**src/design/prim_ram.sv**
```systemverilog
// ----------------------------------------------------------------------------
// prim_ram: generic simple dual-port RAM
// One write port and one read port with registered read data.
// ----------------------------------------------------------------------------
module prim_ram #(
   parameter int unsigned WIDTH = 8,
   parameter int unsigned DEPTH = 4
) (
   input  logic                     clock,
   input  logic                     wr_en,
   input  logic [$clog2(DEPTH)-1:0] wr_addr,
   input  logic [WIDTH-1:0]         wr_data,
   input  logic                     rd_en,
   input  logic [$clog2(DEPTH)-1:0] rd_addr,
   output logic [WIDTH-1:0]         rd_data
);
   logic [WIDTH-1:0] mem [DEPTH];

   always_ff @(posedge clock) begin
      if (wr_en) begin
         mem[wr_addr] <= wr_data;
      end
      if (rd_en) begin
         rd_data <= mem[rd_addr];
      end
   end
endmodule

```
**config.mk**
```make
export PLATFORM = sky130hd
export DESIGN_NAME = prim_ram
export DESIGN_NICKNAME = d
export VERILOG_FILES = /design/src/design/prim_ram.sv
export SDC_FILE = /design/constraint.sdc
export NUM_CORES = 1
export LEC_CHECK = 0
export ABC_AREA = 1
export ABC_CLOCK_PERIOD_IN_PS = 1950
export BUFFER_PORTS_ARGS = -buffer_cell sky130_fd_sc_hd__buf_2
export CAP_MARGIN = 20
export CELL_PAD_IN_SITES_DETAIL_PLACEMENT = 0
export CELL_PAD_IN_SITES_GLOBAL_PLACEMENT = 2
export CORE_UTILIZATION = 39
export DETAILED_ROUTE_END_ITERATION = 7
export PLACE_DENSITY = 0.91
export RECOVER_POWER = 25
export SLEW_MARGIN = 20
export SYNTH_ARGS = -nofsm -noshare
export SYNTH_HDL_FRONTEND = slang
export SYNTH_SLANG_ARGS = --single-unit
```
**constraint.sdc**
```tcl
create_clock -name clock -period 1.95 [get_ports clock]
set_clock_uncertainty 0.05 [all_clocks]
set_input_delay 0.0975 -clock clock [delete_from_list [all_inputs] [get_ports clock]]
set_output_delay 0.0975 -clock clock [all_outputs]
set_load 0.05 [all_outputs]
```
== After elaboration in Yosys (flattened, before gate mapping) ==
Memory sizes are Yosys's and may differ from the RTL's. A register that Yosys moved wholly into a read port is not among the register bits.
Index checks and enable logic that the tools add are counted.

* Bits in registers: 0
* Bits in writable memories: 32
* Input bits: 15
* Output and inout bits: 8
* Word-level logic and storage cells: 3
* Memories: 1

{| class="wikitable"
|+ Memories
! name !! depth !! width !! read ports !! clocked after Yosys merged registers in !! write ports !! RTL line !! RTL
|-
| mem || 4 || 8 || 1 || 1 || 1 || 17 || <nowiki>logic [WIDTH-1:0] mem [DEPTH];</nowiki>
|}

* Muxes and demuxes: 2

{| class="wikitable"
|+ Operator list
! operator !! count
|-
| $mux 1 || 2
|}

== Longest topological paths before layout ==
Gate-level depths: netlist (run 1).

* Word-level depth: 2
* Mapped depth: 6
* Mapped depth without buffers: 4

== Worst setup path before layout (run 1) ==
OpenSTA, ideal clock, no wires.

* Path kind: input to register
* Start: input port wr_addr[0]
* End: memory mem[3][0], enable pin
* Setup time: 383 ps
* Data arrival time: 777 ps
* Required time: 1517 ps
* Setup slack: 740 ps
* Stages: 2
* Path buffers: 0
* Cells stage by stage: inv_1 > nor3_1

{| class="wikitable"
|+ RTL lines
! what !! RTL line !! RTL
|-
| from (decl) || 11 || <nowiki>input logic [$clog2(DEPTH)-1:0] wr_addr,</nowiki>
|-
| to (decl) || 17 ||
|}

Straight into the memory's write port.

== Worst setup path after layout (run 1) ==
* Start: register rd_data[4] (read register of mem)
* End: output port rd_data[4]

{| class="wikitable"
|+ RTL lines
! what !! RTL line !! RTL
|-
| from (decl) || 15 || <nowiki>output logic [WIDTH-1:0] rd_data</nowiki>
|}

No word-level cell between the ends.

==> results of run 1 <==
[how the worst max path moves through the flow]
stage / slack, ns / startpoint / to / cells past startpoint
global route: 0.86 / wr_addr[1] / mem[2][3] / 4
detailed placement: 0.95 / wr_addr[0] / mem[3][6] / 4
CTS: 0.93 / rd_data[3] / rd_data[3] / 1
global placement: 0.97 / wr_addr[0] / mem[3][2] / 4
floorplan: 0.74 / wr_addr[0] / mem[3][0] / 2
finish: 0.94 / rd_data[4] / rd_data[4] / 1
[per-layer routing]
layer,wire length (um),up-vias,track usage [%]
met4,58,0,6.38
met3,123,7,5.14
met2,1230,18,21.5
met1,1260,427,18.0
li1,-,516,-
met5,0,-,0
[registers in the layout, indices dropped and copies added, names as in the netlist]
signal,flops
rd_data,8
mem,32
[cells in the mapped netlist]
cell type,count
inv_4,1
nand3_1,16
buf_6,2
buf_4,1
nor3_1,4
buf_2,1
edfxtp_1,40
nand2_1,40
inv_1,36
[per-stage QoR]
| step | hold WS [ns] | total power, mW |
|---|---|---|
| final | 0.179 | 1.71 |
| after global routing | 0.204 | 1.79 |
| after CTS | 0.0990 | 1.73 |
| after detailed placement | 0.269 | 1.19 |
| after global placement | 0.259 | 1.18 |
| after floorplan | 0.146 | 1.14 |
[cell families after synthesis]
family | Yosys count
simple gates | 60
buf+inv | 41
flops | 40
[power groups by stage]
stage,Combinational (mW),Sequential (mW),Clock (mW)
3_5_place_dp,0.159,1.03,0
5_1_grt,0.187,1.01,0.585
6_report,0.169,1.01,0.536
3_3_place_gp,0.157,1.03,0
4_1_cts,0.172,1.01,0.551
2_1_floorplan,0.0658,1.07,0
[worst reg2reg max path, delay by kind of cell (launching register included)]
kind | cells | cell delay [ns]
flops | 1 | 0.39
simple gates | 3 | 0.20
buf+inv | 1 | 0.07
[final cells by class]
class | instances | share of cell area, %
clock buffer | 5 | 3.53
clock inverter | 3 | 0.962
inverter | 37 | 7.24
multi-input combinational | 60 | 12.8
timing repair buffer | 34 | 10.7
tap | 50 | 3.21
sequential | 40 | 61.5
[what timing repair did]
| action | 4_1_cts | 5_1_grt |
|---|---|---|
| hold buffers | 8 | 0 |
| endpoints found under the hold margin | 32 | 0 |
| endpoints found under the setup margin | 0 | 0 |
==> metrics list, run 1 <==
* DRC violation total after the first TritonRoute iteration: 39
* Share of the core filled with cells in the final layout: 48.8%
- Clock-pin transition on the worst setup and hold timing paths: 0.07 ns
- Deepest clock path buffer count: 2
- Post-detailed-route wirelength per cell: 11.7 um
- Area of combinational cells with multiple inputs: 250 sq um
- Routability cong.: 0.772
* Switching power summed over all nets: 416 uW
- Global-route congestion overflow total: 0
* Clock network fraction of design power: 31.3%
- Static timing analysis puts the maximum clock frequency at 0.987 GHz.
* Average footprint of a synthesized cell: 11.5 sq um
- Share of synthesized cell area in and, or, nand and nor gates: 15.4%
* Largest stage delay on the critical path: 0.32 ns
- Root buffer cell: clkbuf_8
* #FFs+latches synth: 40
- Synth warnings: 0
- STA puts the critical path data required time at 1.80 ns.
* Highest ir drop seen on vdd: 492 uV
- For this run, the detailed router's first-pass iteration total came to 4.
- Type of destination of the critical path: output port
- Of all nets on the critical path, the largest fanout is 1.
* Vias in the first global route: 956
- Sequential cells account for 58.9% of the total power.
- Largest net degree at the start of global routing: 18
- GRT Resource Usage Total: 14.2%
- Sequential cells were found to cover 73.8% of the synthesized design area.
- For this run, the number of standard cells in the final layout without fillers is 229.
- Final critical-path setup slack: 0.937 ns
* Cell Rows: 23
* Library cells used by synthesis: 9
* Sw Share: 24.3%
* Die outline area: 4440 sq um
* Die Ht: 66.6 um
- Synthesized instance count: 141
* TritonCTS clock tree: built
* Area share of the leading cell type in the synthesized netlist: 73.8%
- Setup slack on the worst reg-to-reg path comes out at 0.99 ns.
- Of the total power, combinational logic draws 9.9%.
- Counting both buffers and inverters, the worst setup path holds a total of 1.
- The first global-routing pass estimated 4470 um of wire.
* Clock latency on the worst-skew pair: 0.29 ns
- Synth-to-Final Area Change: 19.9%
- Number of hold violations in the final report: 0
* Gate family responsible for the most delay along the worst path: flip-flops
- Summing the areas of all compound-gate instances in the mapped netlist gives 0% of the synthesized area.
* Critical Path Source Type: flip-flop
* Internal Power: 1.30 mW
- Fill cells in the final layout number 342.
- Share of the synthesized netlist area taken by xor and xnor gates: 0%
* Final setup violating endpoints: 0
- Cells with a size suffix above 1 make up 16.2% of the layout.
- The sequential cells in the finished layout cover a total of 1200 sq um.
- Minimum clock period after layout: 1.01 ns
* Run status: completed
- At the worst endpoint, the arrival time is 0.87 ns.
- Maximum level of the CTS H-tree: 2
- Cell area after technology mapping: 1630 sq um
- Dividing total power by cell area gives a power density of 878 nW/um^2.
* Largest family of logic cells by synthesized area: simple AND/OR/NAND/NOR gates
- Width of the die: 66.6 um
* Number of violations of the max-capacitance limit: 0
* IO Port Bufs: 22
- Worst hold path type: in2reg
* Final max-slew violation count: 0
- Hold Crit Depth: 1
- Total non-filler cell area in the finished layout: 1950 sq um
- The worst hold path terminates at rd_data[0].
- Slew HR: 66.5%
* Tcrit/Tclk final: 51.9%
- The biggest area contributor in the post-synthesis netlist is edfxtp_1.
- In this run, post-CTS repair resized a total of 0 instances.
* RSZ-0062 raised after global routing: false
* N_diodes: 0
* Number of nets at the end of the flow: 193
- Total clock buffers created by CTS: 5
- CTS saw 40 sinks.
* Setup slack at placement: 0.946 ns
* Synthesized netlist net count: 156
- In this run the standard cell core region covers 4000 sq um.
* Critical-path cell list: buf_2
- Setup CP Type: reg2out
- The startpoint identified for the worst register-to-register timing path is mem[1][7].
- For the worst flop-to-flop path, the logic depth is 4.
- Total leakage power: 0.871 nW
* Routed via count: 968
* Number of antenna violations at the first check in global routing: 0
* Average via count per standard cell: 4.23
- Leading cell types in the layout, fill and taps excluded: 40 x nand2_1, 40 x edfxtp_1, 36 x inv_1
* Start point of the worst hold path: rd_en
* Starting density of the core: 40.7%
- Slowest cell on the critical path: edfxtp_1
- Counting tap cells, the placed design contains a total of 213 instances.
- Slew at the pin with the worst max-slew slack: 0.503 ns
* Number of placed I/O pins: 23
* Post-synthesis share of cell area spent on full adders, half adders and majority gates: 0%
- Worst reg2reg endpoint: rd_data[7]
- Most area-consuming cells after synthesis: edfxtp_1 74%, nand2_1 9.2%, inv_1 8.3%
- For this run, design rule violations remaining after detail routing come to 0.
* Post-DP Area: 1800 sq um
* Half-perimeter wire length after placement: 1850 um
* Sum of negative setup slack: 0 ns
- The portion of synthesized area spent on multiplexers is 0%.
- After clock tree synthesis, the setup repair step added 0 buffers.
* Number of routed nets with antenna violations: 0
- Total detailed-routing wirelength: 2670 um
No activity file was read; power rests on OpenSTA's default activity.
==> run 2, diff against run 1 <==
- ABC_AREA: 1 -> 0
- ABC_CLOCK_PERIOD_IN_PS: 1950 -> 800
- CORE_UTILIZATION: 39 -> 38
- PLACE_DENSITY: 0.91 -> 0.82
- clock period: 1.95 -> 0.8 ns (I/O delays scaled with it)
==> metrics list, run 2 <==
* Tcrit/Tclk final: 144%
- No sink is reached through more buffers than the 2 on the longest clock path.
* Critical-path cell list: mux4_2
- Clock network fraction of design power: 29.5%
- Area share of the leading cell type in the synthesized netlist: 84.1%
- Number of violations of the max-capacitance limit: 0
- Global routing consumed, over all layers together, 13.1% of the routing resources.
* Synthesized netlist net count: 69
* Achievable Freq: 0.871 GHz
- The final layout contains routed wiring with a total length of 2120 um.
- For this configuration, the core starts out at a cell density of 41.2%.
- Synthesized instance count: 54
- Power spread over the standard cell area amounts to 2190 nW/um^2.
- Largest stage delay on the critical path: 0.47 ns
* DRC violation total after the first TritonRoute iteration: 17
- Core area: 3470 sq um
- Number of nets at the end of the flow: 109
* Number of clock sinks: 40
- TritonCTS clock tree: built
- Number of antenna violations at the first check in global routing: 0
* Die outline area: 4010 sq um
* Final setup violating endpoints: 16
* Root buffer cell: clkbuf_8
* Count of non-filler cells in the finished layout: 141
- Gate family responsible for the most delay along the worst path: multiplexers
- Yosys mapped a number of flops with a built-in enable equal to 40.
* Average via count per standard cell: 4.67
* Max FFs per register: 32
* Average footprint of a synthesized cell: 26.5 sq um
- The die is 63.3 um wide.
* Total leakage power: 0.650 nW
- Setup CP Type: reg2reg
* Most instantiated cells after synthesis: 40 x edfxtp_1, 8 x mux4_2, 2 x and3b_1
* Area of combinational cells with multiple inputs: 211 sq um
* Sum of negative setup slack: -3.67 ns
- Entering global routing, the biggest net connects 12 pins.
* Die Ht: 63.3 um
- Violated checks: setup timing
- Most frequent cell after synthesis: edfxtp_1
- Cell taking the most area after synthesis: edfxtp_1
* Critical path buffers and inverters: 0
* Sw Share: 20.8%
- The library cells used most frequently in the layout, excluding fill and tap cells, are 40 x edfxtp_1, 12 x buf_2, 8 x mux4_2, 8 x dlygate4sd3_1, 8 x buf_6.
- The count of pins over their slew limit came to 0.
- The via count of the first global-routing pass was 698.
- Internal Power: 3.24 mW
* #FFs+latches synth: 40
- The largest registers in the layout are mem x32, rd_data x8.
- Worst hold path type: in2reg
- Before antenna repair, the detailed router went through 4 iterations.
- Clock latency on the worst-skew pair: 0.28 ns
- Of the total power, combinational logic draws 10.2%.
- Slowest cell on the critical path: mux4_2
- Setup slack at placement: -0.355 ns
- Routability-driven placement finished with a final weighted congestion of 0.643.
* Cell area after technology mapping: 1430 sq um
- In the routed design, unresolved DRC markers number 0.
- N_diodes: 0
- In the final routed layout, each cell accounts on average for 15.0 um.
- Number of placed I/O pins: 23
- More flip-flops sit in one register than any other, and that register is mem.
- After synthesis, the share of flip-flops with an asynchronous set or reset is 0%.
- Run status: complete, but fails checks
* Final hold slack: 0.158 ns
* Switching power summed over all nets: 849 uW
* Wire length of the first global-routing pass: 3530 um
- Data on the critical path arrives at its endpoint at 1.12 ns.
- Synth-to-Final Area Change: 30.5%
- Library cells used by synthesis: 7
* Slew HR: 68.9%
- After floorplanning, the core was divided into 21 placement rows.
- Clock-pin transition on the worst setup and hold timing paths: 0.07 ns
- The library cell used most frequently in the layout, excluding fill and tap cells, is edfxtp_1.
* Type of destination of the critical path: flip-flop
- Post CTS Setup Buffer Count: 0
- Minimum clock period after layout: 1.15 ns
- RSZ-0062 raised after global routing: true
- Highest ir drop seen on vdd: 1180 uV
* Final critical-path setup slack: -0.348 ns
* Global-route congestion overflow total: 0
- Sequential group share of total power: 60.4%
- Maximum level of the CTS H-tree: 2
* Synth warnings: 0
- The share of the Yosys chip area taken by registers is 84.1%.
- Among all flip-flop cells after synthesis, the most frequent one is edfxtp_1.
- Register area: 1200 sq um
* Slew at the pin with the worst max-slew slack: 0.466 ns
- Number of routed nets with antenna violations: 0
* Total clock buffers created by CTS: 5
- IO Port Bufs: 22
* Most area-consuming cells after synthesis: edfxtp_1 84%, mux4_2 13%, and3b_1 1.2%
- Share of the core filled with cells in the final layout: 53.8%
- The final hold violation count is 0.
* Number of placed instances with taps included: 125
- Routed via count: 659
- Filler Cells Inserted: 297
* Share of post-route cells with drive strength above 1: 40.0%
- STA puts the critical path data required time at 0.77 ns.
- The worst setup path is launched from a flip-flop.
- Along the worst path, the maximum fanout reaches 1.
==> run 2: cell families (layout without fill, tap and decap cells) <==
group	Yosys count	count (layout)	share of synthesized area [%]
buf+inv	2	43	1.14
flops	40	40	84.1
mux	8	8	12.6
simple gates	4	4	2.19
==> run 2: repair_timing <==
item | in CTS | in global routing
gates resized for setup | 16 | 0
endpoints found under the hold margin | 32 | 0
pin swaps | 0 | 0
hold buffers | 8 | 0
setup endpoints to repair | 16 | 16
==> run 2: layout make-up <==
class | instances | share of cell area [%]
clock buffers | 7 | 4.09
clock inverters | 1 | 0.201
multi-input cells | 12 | 11.3
flip-flops and latches | 40 | 64.4
well taps | 46 | 3.09
repair buffers | 35 | 16.8
==> run 2: path summary, 6_finish.rpt <==
check,startpoint,endpoint,slack [ns],depth (start not counted)
max,mem[3][5],rd_data[5],-0.35,1
min,rd_en,rd_data[7],0.16,1
max reg2reg,mem[3][5],rd_data[5],-0.35,1
min reg2reg,mem[0][1],rd_data[1],0.58,1
==> run 2: metrics by stage <==
stage	cell area (sq um)	power, mW
finish	1860	4.09
global route	1860	4.28
CTS	1900	4.16
detailed placement	1690	2.88
global placement	1690	2.87
floorplan	1440	2.72
==> run 2: routing by layer <==
layer	wire (um)	track usage, %	part of all wire, %	vias up
li1	-	-	-	311
met1	896	15.0	42	324
met2	1080	20.3	51	18
met3	100	5.98	4.7	6
met4	46	6.82	2.2	0
met5	0	0	0	-
==> run 2: power by group through the flow <==
| stage | clock [mW] | sequential [mW] | combinational [mW] |
|---|---|---|---|
| 2_1_floorplan | 0 | 2.61 | 0.111 |
| 3_3_place_gp | 0 | 2.50 | 0.371 |
| 3_5_place_dp | 0 | 2.51 | 0.378 |
| 4_1_cts | 1.25 | 2.47 | 0.444 |
| 5_1_grt | 1.36 | 2.48 | 0.441 |
| 6_report | 1.20 | 2.47 | 0.416 |
