[config.mk]
export PLATFORM = sky130hd
export DESIGN_NAME = prim_cmp
export DESIGN_NICKNAME = d
export VERILOG_FILES = /design/src/design/prim_pkg.sv /design/src/design/prim_cmp.sv
export SDC_FILE = /design/constraint.sdc
export NUM_CORES = 1
export LEC_CHECK = 0
export ABC_AREA = 1
export ABC_CLOCK_PERIOD_IN_PS = 2700
export BUFFER_PORTS_ARGS = -buffer_cell sky130_fd_sc_hd__buf_4
export CAP_MARGIN = 20
export CORE_AREA = 10 10 195 197
export DETAILED_ROUTE_END_ITERATION = 12
export DIE_AREA = 0 0 205 207
export SLEW_MARGIN = 20
export SYNTH_ARGS = -nofsm -noshare
export SYNTH_HDL_FRONTEND = slang
export SYNTH_SLANG_ARGS = --single-unit
[constraint.sdc]
create_clock -name vclk -period 2.7
set_clock_uncertainty 0.05 [all_clocks]
set_input_delay 0.405 -clock vclk [all_inputs]
set_output_delay 0.405 -clock vclk [all_outputs]
set_load 0.02 [all_outputs]
[src/design/prim_pkg.sv]
// ----------------------------------------------------------------------------
// prim_pkg: shared types and constants of the range interface map
// Holds the table entry layout and the result status codes.
// ----------------------------------------------------------------------------
package prim_pkg;

   localparam int unsigned ADDR_W  = 128;
   localparam int unsigned IFACE_W = 8;

   typedef logic [1:0] status_type;
   localparam status_type ST_OK      = 2'd0;
   localparam status_type ST_FULL    = 2'd1;
   localparam status_type ST_OVERLAP = 2'd2;
   localparam status_type ST_VERSION = 2'd3;

   localparam logic       OP_LOOKUP = 1'b0;
   localparam logic       OP_INSERT = 1'b1;

   localparam logic [7:0] VER_IPV4 = 8'd4;
   localparam logic [7:0] VER_IPV6 = 8'd6;

   // An IPv4 range is stored zero-extended to 128 bits, so both families
   // share one entry layout and one comparator.
   typedef struct packed {
      logic [ADDR_W-1:0]  lower;
      logic [ADDR_W-1:0]  upper;
      logic [IFACE_W-1:0] iface;
   } entry_type;

   typedef struct packed {
      logic below;   // lower-side key lies below the entry's lower bound
      logic above;   // entry's upper bound lies below the upper-side key
   } cmp_type;

endpackage

[src/design/prim_cmp.sv]
// ----------------------------------------------------------------------------
// prim_cmp: shared range comparator
// Compares one or two keys against the bounds of a table entry.
// ----------------------------------------------------------------------------
module prim_cmp (
   input  logic [prim_pkg::ADDR_W-1:0] key_lo,
   input  logic [prim_pkg::ADDR_W-1:0] key_up,
   input  prim_pkg::entry_type         entry,
   output prim_pkg::cmp_type           result
);
   assign result.below = key_lo < entry.lower;
   assign result.above = entry.upper < key_up;
endmodule

Word-level counts from Yosys, hierarchy flattened. Index checks and enable logic that the tools add are counted.

Flip-flop bits (word level): 0. Bits of input ports: 520. Output and inout bits: 2. Word-level logic and storage cells: 2.

Order comparisons: 2.

Operator list (number): $lt 128x128->1 (2).

Longest topological paths before layout. Gate-level depths: netlist of the first run.

Depth in word-level cells: 1. Gate-level depth with buffers: 15. Depth with buffers taken out: 15.

Worst setup path after synthesis of the first run. No wires, ideal clock.

Path kind: input port to output port. Start: in key_up[5] in the netlist's numbering. End: out result[0] in the netlist's numbering. Arrival: 1.667 ns. Required time: 2.245 ns. Slack: 0.578 ns. Cell stages on the path: 13. Path buffers: 0. Path through: inv_1 > ha_1 > a21oi_1 > nor2_1 > nor3_1 > nand2_1 > nand2_1 > nand2_1 > nand2_1 > nand2_1 > nand2_1 > nand2_1 > a21oi_1.

RTL lines: from (decl) (line prim_cmp.sv:7) `input logic [prim_pkg::ADDR_W-1:0] key_up,`; to (decl) (line prim_cmp.sv:9) `output prim_pkg::cmp_type result`.

==> flow_summary_export.csv, run 1 <==
group,metric,value,unit
synth,ys_top_cells_by_area,"ha_1 (48%), inv_1 (17%), nand2_1 (10%)",
hold_path,holdPathStages,8,
route,wire_per_inst,15.5,microns
synth,syn-num-nets,1820,
sta,fin_crit_sh,92.6,%
synth,synth.avg_cell_area,6.31,sq um
die,ios,522,
sta,finalSetupViolCount,0,
setup_path,critPathRequiredTime,2250,ps
finish,final_cells,2018,
hold_path,holdPathEnd,"result[0]",
sta,slew_viol_final,0,
finish,post-route-util,32.4,%
synth,ys_types,25,
setup_path,arrival,2040,ps
setup_path,cpPeakStageDelay,310,ps
route,vias_per_cell,4.11,
finish,fillCellCount,3741,
synth,ys_seq_area_share,0,%
global_routing,grt_max_degree,4,
setup_path,crit_family,"compound AO/OA/AOI/OAI gates",
power_and_ir_drop,power_density,135,nW/um^2
hold_path,hold_path.class,"in2out",
global_routing,gr-total-overflow,0,
route,drtAntennaViolNets,0,
sta,holdWs,1450,ps
die,die_h,207,microns
power_and_ir_drop,vdd_ir_drop_max,0.0576,mV
synth,yosys_warnings,0,
hold_path,min_from,"entry[134]",
synth,synth_top_area_share,48.2,%
setup_path,worstPathCellList,"buf_4 -> inv_1 -> ha_1 -> a21oi_2 -> nor2_1 -> nor2_1 -> nand3_1 -> a21oi_1 -> nand2_2 -> nand2_1 -> nand2_1 -> a21oi_2 -> buf_4",
place,dp_slack,-16.5,ps
route,drc,0,
finish,nClkBuffers,0,
synth,yosysMostFrequentCell,"inv_1",
setup_path,setup.worst_path.start_class,"primary input",
place,portBuffers,514,
route,wl,31400,microns
sta,timing.fmax,400,MHz
die,rows,68,
setup_path,critical_path_class,"in2out",
synth,ys_top_cells_by_count,"inv_1 (297), ha_1 (254), nand2_1 (177), a21oi_1 (127), nor2_1 (59)",
clock_tree,post_cts_buffers,0,
setup_path,critPathCaptureType,"output port",
sta,setup_tns,0,ps
sta,hold_viol,0,
synth,yosysTopAreaCell,"ha_1",
route,drt-initial-drc-count,194,
place,place_congestion,0.880,
route,dr.pass1.iters,4,
synth,netlist_area,6600,sq um
place,dp_hpwl,30500,microns
finish,ff_latch_area,0,sq um
global_routing,grt_pass1_vias,8656,
global_routing,grt_usage,13.7,%
global_routing,grt_pass1_wl,46300,microns
finish,syn_to_final_growth,67.7,%
sta,rsz0062_at_grt,"false",
flow_run,drv.max_cap_violation_count,0,
sta,relSlewSlack,74.7,%
die,start_util,19.3,%
setup_path,path_max_fanout,2,
finish,drive_gt1_share,34.2,%
sta,fin_ws,201,ps
setup_path,critPathSlowestCell,"ha_1",
outcome,outcome,"complete, no violations",
synth,synthCells,1046,
sta,period_needed,2500,ps
setup_path,path_buf_inv,3,
global_routing,antenna_found_initial,2,
finish,n_sequential_cell,0,
clock_tree,hold_buffers,0,
place,placed_cells,2017,
die,core,34100,sq um
finish,multi_input_area,5500,sq um
die,die_area,42400,sq um
route,vias,8285,
sta,worstMarginPinSlew,376,ps
power_and_ir_drop,p_leak,0.00698,uW
finish,nNetsFinal,2338,
die,die_w,205,microns
[logic make-up (layout without fill, tap and decap cells)]
family,after synthesis,in the layout,synth area share [%]
AOI/OAI and AO/OA,177,177,13.8
adders and majority gates,254,254,48.2
buffers and inverters,299,815,17.0
other,0,1,0
and+or+nand+nor,316,316,21.0
[metrics by stage]
stage / area [sq um] / total power [uW]
finish: 11100 / 1500
global placement: 11000 / 1470
floorplan: 6600 / 689
global route: 11100 / 1720
detailed placement: 11000 / 1510
CTS: 11000 / 1520
[area by class of cell]
| class | instances | area share (%) |
|---|---|---|
| Antenna cell | 1 | 0.0226 |
| Inverter | 299 | 10.1 |
| Multi-Input combinational cell | 747 | 49.7 |
| Tap cell | 455 | 5.15 |
| Timing Repair Buffer | 516 | 35.0 |
[timing repair]
item                       4_1_cts  5_1_grt
setup endpoints to repair        1        2
pin swaps                        0        1
gates resized for setup          1        4
[power breakdown]
| group | internal (uW) | switching [uW] | total, uW | leakage, uW |
|---|---|---|---|---|
| clock network | 0.0000496 | 0 | 0.0000496 | 0.00000000634 |
| logic | 845 | 652 | 1500 | 0.00698 |
| registers | 0 | 0 | 0 | 0 |
[layer usage]
layer,vias up,share of wire (%),global-route usage (%)
li1,4431,-,-
met1,3558,39,14.8
met2,282,52,26.4
met3,12,8.3,3.73
met4,2,0.93,1.14
met5,-,0.041,0
[worst max path at each step]
stage / from / to / slack, ps / depth (start not counted)
floorplan: key_up[5] / result[0] / 580 / 13
global placement: key_up[21] / result[0] / -50 / 13
detailed placement: key_up[21] / result[0] / -20 / 13
CTS: key_up[21] / result[0] / 40 / 13
global route: key_up[27] / result[0] / 20 / 13
finish: key_up[21] / result[0] / 200 / 13
[placed cells by master, fill, tap and decap left out, drive strengths merged, types with 3 or more instances in the layout]
cell    count
o21ai      40
o21a        3
a21o        4
a21oi     127
nand2     178
nand4      24
nor3       10
nor2       62
nand3      33
inv       299
nor4        4
buf       516
ha        254
nand3b      3
Power figures use the tool's default switching activity.
==> inputs of run 2 (changes only) <==
==> constraint.sdc (replaced) <==
create_clock -name vclk -period 2.7
set_clock_uncertainty 0.05 [all_clocks]
set_input_delay 0.135 -clock vclk [all_inputs]
set_output_delay 0.135 -clock vclk [all_outputs]
set_load 0.02 [all_outputs]
==> flow_summary_export.csv, run 2 (same netlist as run 1, synthesis figures left out) <==
group,metric,value,unit
die,die_area,42400,sq um
finish,drive_gt1_share,33.8,%
power_and_ir_drop,p_leak,0.00697,uW
die,start_util,19.3,%
outcome,outcome,"complete, no violations",
global_routing,grt_usage,13.7,%
setup_path,critPathCaptureType,"output port",
finish,layout_commonest_cell,"buf_4",
route,wire_per_inst,15.6,microns
sta,timing.fmax,473,MHz
power_and_ir_drop,fin_total_pwr,1490,uW
global_routing,grt_pass1_vias,8832,
route,vias_per_cell,4.13,
global_routing,grt_pass1_wl,46400,microns
die,ios,522,
place,place_congestion,0.892,
clock_tree,post_cts_buffers,0,
sta,setup_tns,0,ps
sta,fin_ws,585,ps
sta,rsz0062_at_grt,"false",
sta,fin_crit_sh,78.3,%
global_routing,grt_max_degree,4,
sta,period_needed,2120,ps
finish,multi_input_area,5480,sq um
die,die_w,205,microns
route,dr.pass1.iters,6,
sta,worstMarginPinSlew,470,ps
sta,hold_viol,0,
setup_path,path_max_fanout,2,
finish,syn_to_final_growth,67.2,%
route,drt-initial-drc-count,192,
sta,finalSetupViolCount,0,
sta,slew_viol_final,0,
finish,layout_common_cells,"buf_4 (514), inv_1 (297), ha_1 (254), nand2_1 (177), a21oi_1 (127)",
clock_tree,ctsResizeCount,0,
finish,nNetsFinal,2336,
route,drc,0,
route,vias,8322,
sta,relSlewSlack,68.4,%
finish,fillCellCount,3691,
setup_path,critPathRequiredTime,2520,ps
route,wl,31400,microns
setup_path,arrival,1930,ps
place,dp_slack,478,ps
die,die_h,207,microns
setup_path,critical_path_class,"in2out",
finish,nClkBuffers,0,
global_routing,gr-total-overflow,0,
finish,n_sequential_cell,0,
die,core,34100,sq um
die,rows,68,
power_and_ir_drop,power_density,135,nW/um^2
global_routing,antenna_found_initial,2,
clock_tree,hold_buffers,0,
route,drtAntennaViolNets,0,
power_and_ir_drop,vdd_ir_drop_max,0.0646,mV
setup_path,setup.worst_path.start_class,"primary input",
finish,final_cell_area,11000,sq um
place,portBuffers,514,
place,dp_hpwl,30400,microns
finish,ff_latch_area,0,sq um
place,dpl_cell_area,11000,sq um
flow_run,drv.max_cap_violation_count,0,
hold_path,hold_path.class,"in2out",
==> run 2: final timing paths <==
check	start	to	slack (ps)	depth (start not counted)
worst min-delay path	entry[134]	result[0]	890	8
worst max-delay path	key_up[21]	result[0]	580	13
==> run 2: through the flow <==
| stage | std cells | hold WS, ps | utilization, % |
|---|---|---|---|
| 2_1_floorplan | 1046 | 608 | - |
| 3_3_place_gp | 2015 | 904 | 32.3 |
| 3_5_place_dp | 2015 | 917 | 32.3 |
| 4_1_cts | 2015 | 921 | 32.3 |
| 5_1_grt | 2015 | 956 | 32.3 |
| 6_report | 2016 | 893 | 32.3 |
==> run 2: report_power, final <==
group          switching [uW]  total, uW  internal [uW]
Sequential                  0          0              0
Clock                       0  0.0000497      0.0000497
Combinational             647       1490            841
==> run 2: final cells by class <==
type	count	share of cell area, %
multi-input combinational	747	49.6
timing repair buffer	514	35.0
antenna	1	0.0227
tap	455	5.16
inverter	299	10.2
==> run 2: per-layer routing <==
| metal | up-vias | GRT usage, % | wire, microns |
|---|---|---|---|
| met1 | 3560 | 14.5 | 12100 |
| met5 | - | 0 | 13 |
| met2 | 308 | 25.9 | 15700 |
| li1 | 4418 | - | - |
| met4 | 2 | 2.68 | 703 |
| met3 | 34 | 4.12 | 2830 |
==> run 2: worst max-delay path: stages <==
cell and delay, ps:
buf_4 80, inv_1 30, ha_1 290, a21oi_1 250, nor2_1 70, nor2_1 90, nand3_1 80, a21oi_1 120
nand2_1 140, nand2_1 90, nand2_1 90, a21oi_1 250, buf_4 200
==> inputs of run 3 (changes only) <==
--- a/config.mk
+++ b/config.mk
@@ -6,12 +6,12 @@
 export NUM_CORES = 1
 export LEC_CHECK = 0
 export ABC_AREA = 1
-export ABC_CLOCK_PERIOD_IN_PS = 2700
+export ABC_CLOCK_PERIOD_IN_PS = 1900
 export BUFFER_PORTS_ARGS = -buffer_cell sky130_fd_sc_hd__buf_4
 export CAP_MARGIN = 20
-export CORE_AREA = 10 10 195 197
+export CORE_AREA = 10 10 194 196
 export DETAILED_ROUTE_END_ITERATION = 12
-export DIE_AREA = 0 0 205 207
+export DIE_AREA = 0 0 204 206
 export SLEW_MARGIN = 20
 export SYNTH_ARGS = -nofsm -noshare
 export SYNTH_HDL_FRONTEND = slang
==> constraint.sdc (replaced) <==
create_clock -name vclk -period 1.9
set_clock_uncertainty 0.05 [all_clocks]
set_input_delay 0.095 -clock vclk [all_inputs]
set_output_delay 0.095 -clock vclk [all_outputs]
set_load 0.02 [all_outputs]
==> flow_summary_export.csv, run 3 (same netlist as run 1, synthesis figures left out) <==
group,metric,value,unit
clock_tree,post_cts_buffers,0,
setup_path,critPathRequiredTime,1750,ps
finish,layout_common_cells,"buf_4 (518), inv_1 (295), ha_1 (251), nand2_1 (171), a21oi_1 (118)",
sta,timing.fmax,565,MHz
power_and_ir_drop,fin_total_pwr,2170,uW
finish,fillCellCount,3669,
sta,holdWs,844,ps
power_and_ir_drop,vdd_ir_drop_max,0.0926,mV
power_and_ir_drop,power_density,194,nW/um^2
setup_path,crit_family,"compound AO/OA/AOI/OAI gates",
route,drc,0,
finish,ff_latch_area,0,sq um
sta,setup_tns,0,ps
die,ios,522,
sta,fin_ws,131,ps
setup_path,critPathSlowestCell,"ha_1",
route,drt-initial-drc-count,267,
place,place_congestion,0.896,
sta,worstMarginPinSlew,303,ps
die,core,33900,sq um
sta,relSlewSlack,79.6,%
setup_path,startpoint,"key_up[19]",
global_routing,gr-total-overflow,0,
setup_path,cpPeakStageDelay,300,ps
global_routing,grt_max_degree,4,
setup_path,path_max_fanout,2,
sta,finalSetupViolCount,0,
finish,syn_to_final_growth,69.8,%
die,die_w,204,microns
finish,n_sequential_cell,0,
finish,multi_input_area,5610,sq um
sta,period_needed,1770,ps
flow_run,drv.max_cap_violation_count,0,
sta,hold_viol,0,
sta,fin_crit_sh,93.1,%
die,die_h,206,microns
place,dp_hpwl,29600,microns
route,vias,8226,
die,rows,68,
power_and_ir_drop,p_leak,0.00702,uW
finish,final_cells,2020,
global_routing,grt_pass1_wl,45200,microns
setup_path,path_buf_inv,3,
route,wire_per_inst,15.2,microns
finish,layout_commonest_cell,"buf_4",
hold_path,min_from,"entry[134]",
sta,slew_viol_final,0,
global_routing,grt_pass1_vias,8861,
route,dr.pass1.iters,5,
place,placed_cells,2020,
setup_path,arrival,1620,ps
route,drtAntennaViolNets,0,
clock_tree,hold_buffers,0,
global_routing,antenna_found_initial,0,
global_routing,grt_usage,13.4,%
die,die_area,42000,sq um
setup_path,critPathCaptureType,"output port",
die,start_util,19.4,%
outcome,outcome,"complete, no violations",
setup_path,critical_path_class,"in2out",
setup_path,cpMostUsedCell,"nand2_2",
route,vias_per_cell,4.07,
route,wl,30700,microns
finish,drive_gt1_share,35.6,%
sta,rsz0062_at_grt,"true",
setup_path,setup.worst_path.start_class,"primary input",
finish,nClkBuffers,0,
setup_path,worstPathCellList,"buf_4 -> inv_1 -> ha_1 -> a21oi_1 -> o21ai_1 -> nand2_1 -> nand3_1 -> a21oi_2 -> nand2_2 -> nand2_2 -> nand2_2 -> a21oi_2 -> buf_6",
finish,n_antenna_cell,0,
place,portBuffers,514,
hold_path,hold_path.class,"in2out",
finish,nNetsFinal,2341,
place,dp_slack,-172,ps
## run 3: cell count changes in the layout (fill, tap and decap cells not counted), moves of 4 or more
cell and delta:
nand2_2 +6, nand2_1 -6, a21oi_1 -9, buf_4 +4
a21oi_2 +9
## run 3: stage by stage
step	utilization (%)	area [sq um]
after detailed placement	32.6	11100
after CTS	32.7	11100
after global routing	33.0	11200
after floorplan	-	6600
final	33.0	11200
after global placement	32.6	11100
## run 3: final cells by class
| type | instances | share of cell area (%) |
|---|---|---|
| repair buffers | 519 | 34.8 |
| inverters | 299 | 10.0 |
| well taps | 455 | 5.08 |
| multi-input cells | 747 | 50.1 |
## run 3: path summary, 6_finish.rpt
check / to / cells past startpoint
setup / recovery: result[0] / 13
hold / removal: result[0] / 8
## run 3: per-layer routing
metal | GRT usage [%] | up-vias | wire length (microns) | share of wire, %
li1 | - | 4427 | - | -
met4 | 1.51 | 0 | 431 | 1.4
met5 | 0 | - | 0 | 0
met3 | 4.23 | 20 | 2820 | 9.2
met2 | 25.8 | 305 | 15900 | 52
met1 | 14.3 | 3474 | 11600 | 38
## run 3: what timing repair did
action,in CTS,in global routing
cloned,0,0
pin swaps,1,13
resized for setup,11,21
endpoints found under the setup margin,2,2
## run 3: power by group
part | leakage (uW) | internal (uW) | switching, uW
logic | 0.00702 | 1220 | 948
clock network | 0 | 0 | 0
registers | 0 | 0 | 0
total | 0.00702 | 1220 | 948
## run 3: worst min-delay path, cell delays in order
cell and delay [ps]:
buf_4 80, ha_1 120, a21oi_1 80, nand3_1 120, nor2_1 60, nand2_1 80, a21oi_2 40, buf_6 120
